[config.mk]
export PLATFORM = sky130hd
export DESIGN_NAME = rc4_stream_cipher_core_flat
export DESIGN_NICKNAME = d
export VERILOG_FILES = /design/src/rc4_pkg.sv /design/src/rc4_if.sv /design/src/rc4_stream_cipher_core.sv /design/src/rc4_ram.sv /design/src/flat_wrapper.sv
export SDC_FILE = /design/constraint.sdc
export NUM_CORES = 2
export LEC_CHECK = 0
export ABC_CLOCK_PERIOD_IN_PS = 33500
export BUFFER_PORTS_ARGS = -buffer_cell sky130_fd_sc_hd__buf_2
export CORE_MARGIN = 2
export CORE_UTILIZATION = 55
export CTS_CLUSTER_SIZE = 30
export DETAILED_ROUTE_END_ITERATION = 8
export PLACE_DENSITY = 0.77
export SKIP_CTS_REPAIR_TIMING = 1
export SLEW_MARGIN = 5
export SYNTH_ARGS = -nofsm -noshare
export SYNTH_HDL_FRONTEND = slang
export SYNTH_SLANG_ARGS = --single-unit
[constraint.sdc]
create_clock -name clk -period 33.5 [get_ports clk]
set_input_delay 5.025 -clock clk [delete_from_list [all_inputs] [get_ports clk]]
set_output_delay 5.025 -clock clk [all_outputs]
set_load 0.01 [all_outputs]
[src/rc4_pkg.sv]
// Shared constants and register codes for the RC4 stream cipher core.
// No dependencies; compiled first.
`default_nettype none

package rc4_pkg;

	localparam int DATA_W        = 8;
	localparam int PERM_DEPTH    = 256;
	localparam int PERM_AW       = 8;
	localparam int MAX_KEY_BYTES = 16;
	localparam int KEY_LEN_W     = 5;
	localparam int KEY_IDX_W     = 4;
	localparam int KEY_BITS      = 128;
	localparam int CFG_W         = 64;
	localparam int CFG_IDX_W     = 2;

	localparam logic [CFG_IDX_W-1:0] CFG_KEY_LENGTH = 2'd0;
	localparam logic [CFG_IDX_W-1:0] CFG_KEY_LOW    = 2'd1;
	localparam logic [CFG_IDX_W-1:0] CFG_KEY_HIGH   = 2'd2;

endpackage

`default_nettype wire

[src/rc4_if.sv]
// Valid/ready channel interfaces for the cipher input and output transactions.
// Depends on rc4_pkg.
`default_nettype none

interface rc4_in_if import rc4_pkg::*; ();
	logic              valid;
	logic              ready;
	logic [DATA_W-1:0] data_byte;
	logic              message_start;

	modport source(output valid, data_byte, message_start, input ready);
	modport sink(input valid, data_byte, message_start, output ready);
endinterface

interface rc4_out_if import rc4_pkg::*; ();
	logic              valid;
	logic              ready;
	logic [DATA_W-1:0] out_byte;

	modport source(output valid, out_byte, input ready);
	modport sink(input valid, out_byte, output ready);
endinterface

`default_nettype wire

[src/rc4_stream_cipher_core.sv]
// RC4 core: data byte in, data XOR keystream byte out. Needs rc4_pkg, rc4_if, rc4_ram.
// Each byte runs the read / read / swap-write sequence on the permutation RAM, and a new
// input byte is taken only when the core is idle and the output side has room.
// A transaction with message_start runs the key schedule first: 256 read / accumulate /
// swap steps plus one ST_PRGA_I step, so its result arrives later than usual.
// Reset is asynchronous: permutation reads as identity at once (per-entry valid flags).
`default_nettype none

module rc4_stream_cipher_core import rc4_pkg::*; (
	input  wire logic                 clk,
	input  wire logic                 arst_n,
	input  wire logic                 cfg_we,
	input  wire logic [CFG_IDX_W-1:0] cfg_index,
	input  wire logic [CFG_W-1:0]     cfg_wdata,
	rc4_in_if.sink                    item,
	rc4_out_if.source                 result
);

	typedef enum logic [6:0] {
		ST_IDLE      = 7'b0000001,
		ST_PRGA_I    = 7'b0000010,
		ST_PRGA_J    = 7'b0000100,
		ST_PRGA_SWAP = 7'b0001000,
		ST_KSA_RD    = 7'b0010000,
		ST_KSA_ACC   = 7'b0100000,
		ST_KSA_SWAP  = 7'b1000000
	} state_t;

	state_t state_q;

	logic [KEY_LEN_W-1:0] key_length_q;
	logic [CFG_W-1:0]     key_low_q;
	logic [CFG_W-1:0]     key_high_q;

	logic [PERM_AW-1:0] i_q, j_q, n_q, acc_q;
	logic [KEY_IDX_W-1:0] kidx_q;
	logic [DATA_W-1:0]  data_q, si_q;
	logic               wb_pend_q;
	logic [PERM_AW-1:0] wb_addr_q;
	logic [DATA_W-1:0]  wb_data_q;
	logic               fin_q, tj_hit_s1;

	logic [PERM_DEPTH-1:0] valid_q;
	logic                  rd_valid_s1, fwd_hit_s1;
	logic [PERM_AW-1:0]    rd_addr_s1;
	logic [DATA_W-1:0]     fwd_data_s1;

	logic               out_valid_q, hold_pend_q;
	logic [DATA_W-1:0]  out_byte_q, hold_byte_q;

	logic               ram_we;
	logic [PERM_AW-1:0] ram_waddr, ram_raddr;
	logic [DATA_W-1:0]  ram_wdata, ram_rdata;

	logic [DATA_W-1:0]    rd_byte, key_byte, ks, res_byte;
	logic [PERM_AW-1:0]   i_inc, j_new, t_addr, acc_new;
	logic [KEY_LEN_W-1:0] eff_len, kidx_inc;
	logic [KEY_BITS-1:0]  key_bytes;
	logic                 accept, out_free;

	rc4_ram #(
		.WIDTH(DATA_W),
		.DEPTH(PERM_DEPTH)
	) u_perm (
		.clk  (clk),
		.we   (ram_we),
		.waddr(ram_waddr),
		.wdata(ram_wdata),
		.raddr(ram_raddr),
		.rdata(ram_rdata)
	);

	// config registers
	always_ff @(posedge clk or negedge arst_n) begin
		if (!arst_n) begin
			key_length_q <= KEY_LEN_W'(1);
			key_low_q    <= '0;
			key_high_q   <= '0;
		end else if (cfg_we) begin
			unique case (cfg_index)
				CFG_KEY_LENGTH: key_length_q <= cfg_wdata[KEY_LEN_W-1:0];
				CFG_KEY_LOW:    key_low_q    <= cfg_wdata;
				CFG_KEY_HIGH:   key_high_q   <= cfg_wdata;
				default: ;
			endcase
		end
	end

	always_comb begin
		if (key_length_q == '0) begin
			eff_len = KEY_LEN_W'(1);
		end else if (key_length_q > KEY_LEN_W'(MAX_KEY_BYTES)) begin
			eff_len = KEY_LEN_W'(MAX_KEY_BYTES);
		end else begin
			eff_len = key_length_q;
		end
	end

	assign key_bytes = {key_high_q, key_low_q};
	assign key_byte  = key_bytes[{kidx_q, 3'b000} +: DATA_W];
	assign kidx_inc  = KEY_LEN_W'(kidx_q) + KEY_LEN_W'(1);

	// effective read data: forwarded write, stored entry, or identity
	assign rd_byte = fwd_hit_s1  ? fwd_data_s1 :
	                 rd_valid_s1 ? ram_rdata   : rd_addr_s1;

	assign i_inc   = i_q + PERM_AW'(1);
	assign j_new   = j_q + rd_byte;
	assign t_addr  = si_q + rd_byte;
	assign acc_new = acc_q + rd_byte + key_byte;

	// t == j sees S[j] before its write-back lands
	assign ks       = tj_hit_s1 ? si_q : rd_byte;
	assign res_byte = data_q ^ ks;

	assign out_free   = !out_valid_q || result.ready;
	assign item.ready = (state_q == ST_IDLE) && !hold_pend_q && !(fin_q && !out_free);
	assign accept     = item.valid && item.ready;

	always_comb begin
		ram_we    = wb_pend_q;
		ram_waddr = wb_addr_q;
		ram_wdata = wb_data_q;
		ram_raddr = i_inc;
		unique case (state_q)
			ST_IDLE:   ram_raddr = i_inc;
			ST_PRGA_I: ram_raddr = i_inc;
			ST_PRGA_J: ram_raddr = j_new;
			ST_PRGA_SWAP: begin
				ram_we    = 1'b1;
				ram_waddr = i_q;
				ram_wdata = rd_byte;
				ram_raddr = t_addr;
			end
			ST_KSA_RD:  ram_raddr = n_q;
			ST_KSA_ACC: ram_raddr = acc_new;
			ST_KSA_SWAP: begin
				ram_we    = 1'b1;
				ram_waddr = n_q;
				ram_wdata = rd_byte;
			end
			default: ;
		endcase
	end

	always_ff @(posedge clk or negedge arst_n) begin
		if (!arst_n) begin
			valid_q <= '0;
		end else if (accept && item.message_start) begin
			valid_q <= '0;
		end else if (ram_we) begin
			valid_q[ram_waddr] <= 1'b1;
		end
	end

	always_ff @(posedge clk or negedge arst_n) begin
		if (!arst_n) begin
			rd_valid_s1 <= 1'b0;
			fwd_hit_s1  <= 1'b0;
		end else begin
			rd_valid_s1 <= valid_q[ram_raddr];
			fwd_hit_s1  <= ram_we && (ram_waddr == ram_raddr);
		end
	end

	always_ff @(posedge clk) begin
		rd_addr_s1  <= ram_raddr;
		fwd_data_s1 <= ram_wdata;
	end

	always_ff @(posedge clk or negedge arst_n) begin
		if (!arst_n) begin
			state_q   <= ST_IDLE;
			i_q       <= '0;
			j_q       <= '0;
			n_q       <= '0;
			acc_q     <= '0;
			kidx_q    <= '0;
			wb_pend_q <= 1'b0;
			fin_q     <= 1'b0;
			tj_hit_s1 <= 1'b0;
		end else begin
			wb_pend_q <= 1'b0;
			fin_q     <= 1'b0;
			unique case (state_q)
				ST_IDLE: begin
					if (accept) begin
						if (item.message_start) begin
							n_q     <= '0;
							acc_q   <= '0;
							kidx_q  <= '0;
							i_q     <= '0;
							j_q     <= '0;
							state_q <= ST_KSA_RD;
						end else begin
							i_q     <= i_inc;
							state_q <= ST_PRGA_J;
						end
					end
				end
				ST_PRGA_I: begin
					i_q     <= i_inc;
					state_q <= ST_PRGA_J;
				end
				ST_PRGA_J: begin
					j_q     <= j_new;
					state_q <= ST_PRGA_SWAP;
				end
				ST_PRGA_SWAP: begin
					wb_pend_q <= 1'b1;
					tj_hit_s1 <= (t_addr == j_q);
					fin_q     <= 1'b1;
					state_q   <= ST_IDLE;
				end
				ST_KSA_RD: state_q <= ST_KSA_ACC;
				ST_KSA_ACC: begin
					acc_q   <= acc_new;
					state_q <= ST_KSA_SWAP;
				end
				ST_KSA_SWAP: begin
					wb_pend_q <= 1'b1;
					n_q       <= n_q + PERM_AW'(1);
					kidx_q    <= (kidx_inc == eff_len) ? '0 : kidx_inc[KEY_IDX_W-1:0];
					state_q   <= (n_q == PERM_AW'(PERM_DEPTH - 1)) ? ST_PRGA_I : ST_KSA_RD;
				end
				default: state_q <= ST_IDLE;
			endcase
		end
	end

	// datapath registers, no reset needed
	always_ff @(posedge clk) begin
		if (accept) begin
			data_q <= item.data_byte;
		end
		if (state_q == ST_PRGA_J || state_q == ST_KSA_ACC) begin
			si_q <= rd_byte;
		end
		if (state_q == ST_PRGA_SWAP) begin
			wb_addr_q <= j_q;
			wb_data_q <= si_q;
		end else if (state_q == ST_KSA_SWAP) begin
			wb_addr_q <= acc_q;
			wb_data_q <= si_q;
		end
	end

	// output register with one-entry hold stage
	always_ff @(posedge clk or negedge arst_n) begin
		if (!arst_n) begin
			out_valid_q <= 1'b0;
			hold_pend_q <= 1'b0;
			out_byte_q  <= '0;
			hold_byte_q <= '0;
		end else begin
			if (out_free) begin
				if (hold_pend_q) begin
					out_byte_q  <= hold_byte_q;
					out_valid_q <= 1'b1;
					hold_pend_q <= 1'b0;
				end else if (fin_q) begin
					out_byte_q  <= res_byte;
					out_valid_q <= 1'b1;
				end else begin
					out_valid_q <= 1'b0;
				end
			end
			if (fin_q && !(out_free && !hold_pend_q)) begin
				hold_byte_q <= res_byte;
				hold_pend_q <= 1'b1;
			end
		end
	end

	assign result.valid    = out_valid_q;
	assign result.out_byte = out_byte_q;

	a_hold_fin_excl: assert property (@(posedge clk) disable iff (!arst_n)
		!(hold_pend_q && fin_q))
		else $error("finished byte arrived while hold stage full");

	a_one_write: assert property (@(posedge clk) disable iff (!arst_n)
		!(wb_pend_q && (state_q == ST_PRGA_SWAP || state_q == ST_KSA_SWAP)))
		else $error("write-back collides with swap write");

	a_fin_after_swap: assert property (@(posedge clk) disable iff (!arst_n)
		fin_q |-> $past(state_q == ST_PRGA_SWAP))
		else $error("result finished without a swap step");

	a_ksa_done: assert property (@(posedge clk) disable iff (!arst_n)
		(state_q == ST_KSA_SWAP && n_q == PERM_AW'(PERM_DEPTH - 1))
		|=> (state_q == ST_PRGA_I && i_q == '0 && j_q == '0))
		else $error("key schedule did not hand over with cleared indices");

endmodule

`default_nettype wire

[src/rc4_ram.sv]
// Generic single-write, single-read synchronous RAM with registered read data.
// Read during a write to the same address returns the old contents.
`default_nettype none

module rc4_ram #(
	parameter int WIDTH = 8,
	parameter int DEPTH = 256
) (
	input  wire logic                     clk,
	input  wire logic                     we,
	input  wire logic [$clog2(DEPTH)-1:0] waddr,
	input  wire logic [WIDTH-1:0]         wdata,
	input  wire logic [$clog2(DEPTH)-1:0] raddr,
	output logic      [WIDTH-1:0]         rdata
);

	logic [WIDTH-1:0] mem_q [DEPTH];

	always_ff @(posedge clk) begin
		if (we) begin
			mem_q[waddr] <= wdata;
		end
		rdata <= mem_q[raddr];
	end

endmodule

`default_nettype wire

[src/flat_wrapper.sv]
// flat-port wrapper written by rule: the top's interface ports become plain ports
module rc4_stream_cipher_core_flat import rc4_pkg::*;
  (clk, arst_n, cfg_we, cfg_index, cfg_wdata, item_valid, item_data_byte, item_message_start, item_ready, result_valid, result_out_byte, result_ready);
  rc4_in_if item_i ();
  rc4_out_if result_i ();
  input  wire logic clk;
  input  wire logic arst_n;
  input  wire logic cfg_we;
  input  wire logic [CFG_IDX_W-1:0] cfg_index;
  input  wire logic [CFG_W-1:0] cfg_wdata;
  input wire logic [$bits(item_i.valid)-1:0] item_valid;
  input wire logic [$bits(item_i.data_byte)-1:0] item_data_byte;
  input wire logic [$bits(item_i.message_start)-1:0] item_message_start;
  output wire logic [$bits(item_i.ready)-1:0] item_ready;
  output wire logic [$bits(result_i.valid)-1:0] result_valid;
  output wire logic [$bits(result_i.out_byte)-1:0] result_out_byte;
  input wire logic [$bits(result_i.ready)-1:0] result_ready;
  assign item_i.valid = item_valid;
  assign item_i.data_byte = item_data_byte;
  assign item_i.message_start = item_message_start;
  assign item_ready = item_i.ready;
  assign result_valid = result_i.valid;
  assign result_out_byte = result_i.out_byte;
  assign result_i.ready = result_ready;
  rc4_stream_cipher_core u_core (.clk(clk), .arst_n(arst_n), .cfg_we(cfg_we), .cfg_index(cfg_index), .cfg_wdata(cfg_wdata), .item(item_i), .result(result_i));
endmodule
# Word level (Yosys, flattened, before mapping)

Memories as Yosys holds them, arrays and structs flattened. A register that Yosys moved wholly into a read port is not among the register bits.
Index checks and enable logic that the tools add are counted.

ROM bits: 0
Word-level logic and storage cells: 135
Flip-flop bits (word level): 503
Bits in writable memories: 2,048
Input bits: 80
Latch bits: 0
Output and inout port bits: 10
Memories: 1

$add $sub $neg: 7
Shifts and indexed selects: 1
$lt $le $gt $ge: 4
Div/mod/pow operators: 0
Bitwise gates (word level): 2
Reductions and logical operators: 35
Equal/unequal tests: 15
Multiplexer cells: 45
$mul: 0

Memories:

| memory              | depth | width | rd ports | clocked after memory_dff | write ports | line          | text |
|---|---|---|---|---|---|---|---|
| u_core.u_perm.mem_q | 256   | 8     | 1        | 1                        | 1           | rc4_ram.sv:17 | `logic [WIDTH-1:0] mem_q [DEPTH];` |

Operators by type and width:

| cell                                                       | count |
|---|---|
| 2-to-1 mux 256 bit                                         | 2 |
| bitwise OR 256 bit                                         | 1 |
| variable part select 128 x 8 -> 8 bit                      | 1 |
| 2-to-1 mux 8 bit                                           | 14 |
| one-hot mux 8 bit (2 select lines)                         | 5 |
| one-hot mux 7 bit (6 select lines)                         | 1 |
| adder 8 bit                                                | 4 |
| one-hot mux 8 bit (4 select lines)                         | 1 |
| 2-to-1 mux 5 bit                                           | 4 |
| less-than comparator 8 x 9 -> 1 bit, second input constant | 2 |
| adder 8 x 1 -> 8 bit, second input constant                | 2 |
| equality test 8 bit                                        | 2 |
| nonzero test 2 bit                                         | 8 |
| 2-to-1 mux 4 bit                                           | 3 |
| 2-to-1 mux 1 bit                                           | 11 |
| AND reduction 2 bit                                        | 5 |
| logical AND 1 bit                                          | 9 |
| AND reduction 3 bit                                        | 3 |
| binary-select mux 1 bit (select 8 bit)                     | 1 |
| demux 1 bit (select 8 bit)                                 | 1 |
| equality test 8 bit, second input constant                 | 1 |
| >= comparator 8 x 1 -> 1 bit, second input constant        | 1 |
| one-hot mux 4 bit (2 select lines)                         | 1 |
| XOR 8 bit                                                  | 1 |
| 20 further kinds                                           | 25 |

# Logic depth before layout (Yosys ltp)

Depth after elaboration: 9
Gate-level depth with buffers: 26

# By module

Synthesis repeated with hierarchy kept, for this count alone.

Cells, all modules: 6,112
Area total of the unflattened synthesis: 103,618.1 um^2

By module, submodules not included:

| module                 | seq. area each (um^2) | area an instance (um^2) | times used | cells an instance |
|---|---|---|---|---|
| rc4_ram                | 61,659.1              | 79,556.3                | 1          | 3,733 |
| rc4_stream_cipher_core | 12,669.7              | 24,061.8                | 1          | 2,379 |

# Worst setup path before layout

No wires, ideal clock.

Path type: register -> register
From: register u_core.state_q[5]
To: memory u_core.u_perm.mem_q[0][1], data pin
Period minus slack after synthesis: 13.814 ns
Data arrival time: 11.617 ns
Data required time: 31.304 ns
Setup slack: 19.686 ns
Stages on the path, launching flop included: 8
Buffers on the path: 2
Cell sequence: dfrtp_1 buf_6 or2_2 nor4_1 and3b_1 clkbuf_1 nor2_1 o21ai_0

Cells in the longest elaborated chain, start to end: 3

RTL lines:

| what                                                                | line                          | text |
|---|---|---|
| from (decl)                                                         | rc4_stream_cipher_core.sv:29  | `state_t state_q;` |
| from (signal assigned)                                              | rc4_stream_cipher_core.sv:224 | `state_q <= (n_q == PERM_AW'(PERM_DEPTH - 1)) ? ST_PRGA_I : ST_KSA_RD;` |
| equality test 7 bit or equality test 7 x 4 -> 1 bit (tied branches) | rc4_stream_cipher_core.sv:125 | `unique case (state_q)` |
| OR reduction 2 bit (no source line) *                               | n/a                           |  |
| 2-to-1 mux 8 bit *                                                  | rc4_stream_cipher_core.sv:125 |  |
| via u_core.ram_wdata[1]                                             | rc4_stream_cipher_core.sv:53  | `logic [DATA_W-1:0] ram_wdata, ram_rdata;` |
| to (decl)                                                           | rc4_ram.sv:17                 |  |

The timed path passes the listed nets; every way through them passes the cells marked *.

# Worst setup path after layout

From: input result_ready
To: output item_ready

Cells in the longest elaborated chain, start to end: 5

RTL lines:

| what              | line                          | text |
|---|---|---|
| from (decl)       | flat_wrapper.sv:17            | `input wire logic [$bits(result_i.ready)-1:0] result_ready;` |
| logical OR 1 bit  | rc4_stream_cipher_core.sv:116 | `assign out_free = !out_valid_q \|\| result.ready;` |
| zero test 1 bit   | rc4_stream_cipher_core.sv:117 | `assign item.ready = (state_q == ST_IDLE) && !hold_pend_q && !(fin_q && !out_free);` |
| logical AND 1 bit | rc4_stream_cipher_core.sv:117 |  |
| zero test 1 bit   | rc4_stream_cipher_core.sv:117 |  |
| logical AND 1 bit | rc4_stream_cipher_core.sv:117 |  |
| to (decl)         | flat_wrapper.sv:14            | `output wire logic [$bits(item_i.ready)-1:0] item_ready;` |

No other way between the ends.

==> results.yml <==
cells_and_area:
  nFillCells: 13400
  fin_util: 0.609
  multi_input_area_sq_mm: 0.0275
  ff_latch_area_sq_mm: 0.0743
  syn2layout_area_growth_pct: 9.88
  layout_commonest_cell: "edfxtp_1"
  fin_nets: 7659
  drive_gt1_frac: 0.101
  mostFrequentLayoutCells: "2080 x edfxtp_1, 1600 x nand2_1, 536 x nand3_1"
worst_setup_path:
  worst-path-stages: 4
  crit_path_max_fanout: 5
  r2r_start: "u_core.kidx_q[2]$_DFFE_PN0P_"
  critPathCaptureType: "primary output"
  crit_path_max_incr_delay_ps: 350
  critPathTopFamily: "simple AND/OR/NAND/NOR gates"
  rr_worst_depth: 21
  cp-endpoint: "item_ready"
  crit_arrival_ps: 5840
  criticalPathCategory: "in -> out"
  start_kind: "primary input"
  path_buf_inv: 2
  critical_path.cell_chain: "buf_2 > nor2b_1 > a211oi_1 > buf_2"
  regToRegEndpoint: "u_core.u_perm.rdata[5]$_DFF_P_"
  cp.required_ps: 28470
  crit_top_cell: "buf_2"
  reg2reg_slack_ps: 24620
  startpoint: "result_ready"
  slowest_stage: "nor2b_1"
sta:
  fin_setup_tns_ps: 0
  hold_viol_final: 0
  setup_viol: 0
  finalClockSkew_ps: 49.6
  fmax_mhz: 92.0
  rsz0062_at_grt: "false"
  slew_headroom: 0.0879
  fin_crit_sh: 0.324
  slew_viol_final: 0
  worst-slew-pin-transition_ps: 1360
  fin_crit_ps: 10870
yosys:
  ys_warn_count: 0
  synthArstFlopShare: 0.178
  synthMuxAreaShare: 0.0614
  synth-main-ff-cell: "edfxtp_1"
  synthAdderAreaFrac: 0.00478
  ys_seq_area_frac: 0.713
  synth.distinct_cells: 90
  yosys.area_share.simple: 0.113
  synth_top_family_by_area: "simple AND/OR/NAND/NOR gates"
  synth_cells: 7600
  synth-edff-count: 2080
  synth_compound_area_frac: 0.0774
  syn_area_sq_mm: 0.104
  syn_avg_cell_area_sq_um: 13.7
  synth-seq-cells: 2559
  synth_xor_area_frac: 0.00509
  synth_fp_nets: 7713
routing:
  routed_via_density: 6.56
  avgRoutedWirePerCell_um: 28.2
  wl_met3_um: 36400
  wl_met2_um: 131000
  wl_um: 289000
  drtIter0Drc: 10700
  ant_nets: 0
  num_vias: 67300
  firstDrtPassIters: 7
  drc: 0
  highest_layer: "met5"
  drt-met1-wl_um: 104000
placed_design:
  gp_congestion: 0.915
  post-dp-hpwl_um: 166000
  portBuffers: 89
floorplanning:
  fp.dieW_um: 439
  die_area_sq_mm: 0.193
  die_h_um: 439
  rows: 159
  initial_core_util: 0.555
  ios: 90
  core_area_sq_mm: 0.188
clocking:
  insertion_delay_ps: 900
  clock_path_buffers: 3
  clk_pin_slew_worst_paths_ps: 60
  tritoncts: "yes"
  cts-root-buf: "clkbuf_16"
  clkSinkCount: 2559
  numCtsBuffers: 236
  htree_num_levels: 4
power_and_ir_drop:
  leakage_nw: 39.7
  irDropWorstVdd_mv: 0.121
  p_per_area_mw_per_mm2: 85.6
grt:
  antenna_found_initial: 14
  grt_pass1_wl_um: 422000
  grt_use_total: 0.295
  grt_pass1_vias: 64900
  gr-total-overflow: 0
  grt_max_degree: 209
job:
  drv_cap: 0
worst_hold_path:
  hold_path_class: "reg -> reg"
  whs_path_depth: 2
outcome:
  outcome: "complete, no violations"
-- sequential cells by signal, indices dropped and copies added, names as in the netlist, 64 cells and up --
signal,count
u_core.key_high_q,64
u_core.u_perm.mem_q,2048
u_core.key_low_q,64
u_core.valid_q,256
-- tightest hold or removal path, delay by kind of cell, from the launching register on --
family / cells / cell delay, ps
DFF: 1 / 340
and+or+nand+nor: 1 / 50
AOI/OAI and AO/OA: 1 / 60
-- report_power, final --
group	switching, W	total (W)	internal (W)	leakage [nW]
sequential	0.0000458	0.00356	0.00351	24.9
combinational	0.00251	0.00351	0.000998	10.9
clock	0.00120	0.00274	0.00154	3.86
total	0.00376	0.00981	0.00605	39.7
-- worst min path at each step --
stage / from / endpoint / slack [ps]
finish: u_core.hold_byte_q[0]$_DFFE_PN0P_ / u_core.hold_byte_q[0]$_DFFE_PN0P_ / 480
global route: u_core.valid_q[28]$_DFFE_PN0P_ / u_core.valid_q[28]$_DFFE_PN0P_ / 500
CTS: u_core.hold_byte_q[0]$_DFFE_PN0P_ / u_core.hold_byte_q[0]$_DFFE_PN0P_ / 480
detailed placement: u_core.hold_byte_q[0]$_DFFE_PN0P_ / u_core.hold_byte_q[0]$_DFFE_PN0P_ / 470
global placement: u_core.hold_byte_q[0]$_DFFE_PN0P_ / u_core.hold_byte_q[0]$_DFFE_PN0P_ / 460
floorplan: u_core.hold_byte_q[0]$_DFFE_PN0P_ / u_core.hold_byte_q[0]$_DFFE_PN0P_ / 450
-- routing by layer --
metal | track usage | up-vias
met4 | 0.156 | 10
met3 | 0.0767 | 886
li1 | - | 28400
met1 | 0.394 | 33400
met2 | 0.446 | 4640
met5 | 0 | -
-- logic make-up (layout without fill, tap and decap cells) --
logic type / count (synthesis) / after routing
buf+inv: 529 / 689
flops: 2559 / 2559
other cells: 0 / 10
fa+ha+maj: 34 / 34
mux: 590 / 590
compound gates: 1066 / 1066
xor+xnor: 59 / 59
simple gates: 2763 / 2763
-- metrics by stage --
stage	hold slack, ps	setup WS [ps]	instance area [sq um]	total power [W]	cells
2_1_floorplan	450	19690	104000	0.00586	7600
6_report	484	22630	115000	0.00981	10300
3_5_place_dp	470	22660	107000	0.00700	9803
4_1_cts	484	22650	115000	0.00971	10300
3_3_place_gp	462	22640	107000	0.00692	9803
5_1_grt	499	22560	115000	0.0101	10300
-- cell usage after synthesis, types with 11 or more instances --
| cell type | count | area share |
|---|---|---|
| dfrtp_1 | 453 | 0.11 |
| mux2_2 | 139 | 0.015 |
| nor4_1 | 11 | 0.00066 |
| ha_1 | 23 | 0.0028 |
| mux4_2 | 26 | 0.0056 |
| a221oi_1 | 33 | 0.0028 |
| edfxtp_1 | 2080 | 0.60 |
| nand4_1 | 126 | 0.0076 |
| inv_1 | 20 | 0.00072 |
| clkbuf_1 | 157 | 0.0057 |
| and3_1 | 55 | 0.0033 |
| a32oi_1 | 325 | 0.027 |
| o21ai_0 | 73 | 0.0035 |
| xnor2_1 | 35 | 0.0029 |
| a311oi_1 | 21 | 0.0018 |
| o31ai_1 | 12 | 0.00086 |
| buf_6 | 14 | 0.0015 |
| dfxtp_1 | 24 | 0.0046 |
| nand3_1 | 536 | 0.026 |
| o22ai_1 | 33 | 0.0020 |
| buf_4 | 83 | 0.0060 |
| a21oi_1 | 104 | 0.0050 |
| mux2i_1 | 425 | 0.041 |
| o21a_1 | 264 | 0.019 |
| nor2_1 | 352 | 0.013 |
| nand2_1 | 1610 | 0.058 |
| a21o_1 | 13 | 0.00094 |
| a31oi_1 | 52 | 0.0031 |
| xor2_1 | 23 | 0.0019 |
| a22oi_1 | 28 | 0.0020 |
| buf_1 | 33 | 0.0012 |
| nor3_1 | 22 | 0.0011 |
| buf_2 | 213 | 0.010 |
| a211oi_1 | 30 | 0.0022 |
-- layout make-up --
cell class,instances,area share
Tap cell,2495,0.0273
Clock inverter,133,0.0133
Antenna cell,10,0.000218
Sequential cell,2559,0.649
Timing Repair Buffer,209,0.0130
Inverter,28,0.00113
Clock buffer,319,0.0562
Multi-Input combinational cell,4512,0.240
(Power assumes the default switching activity.)
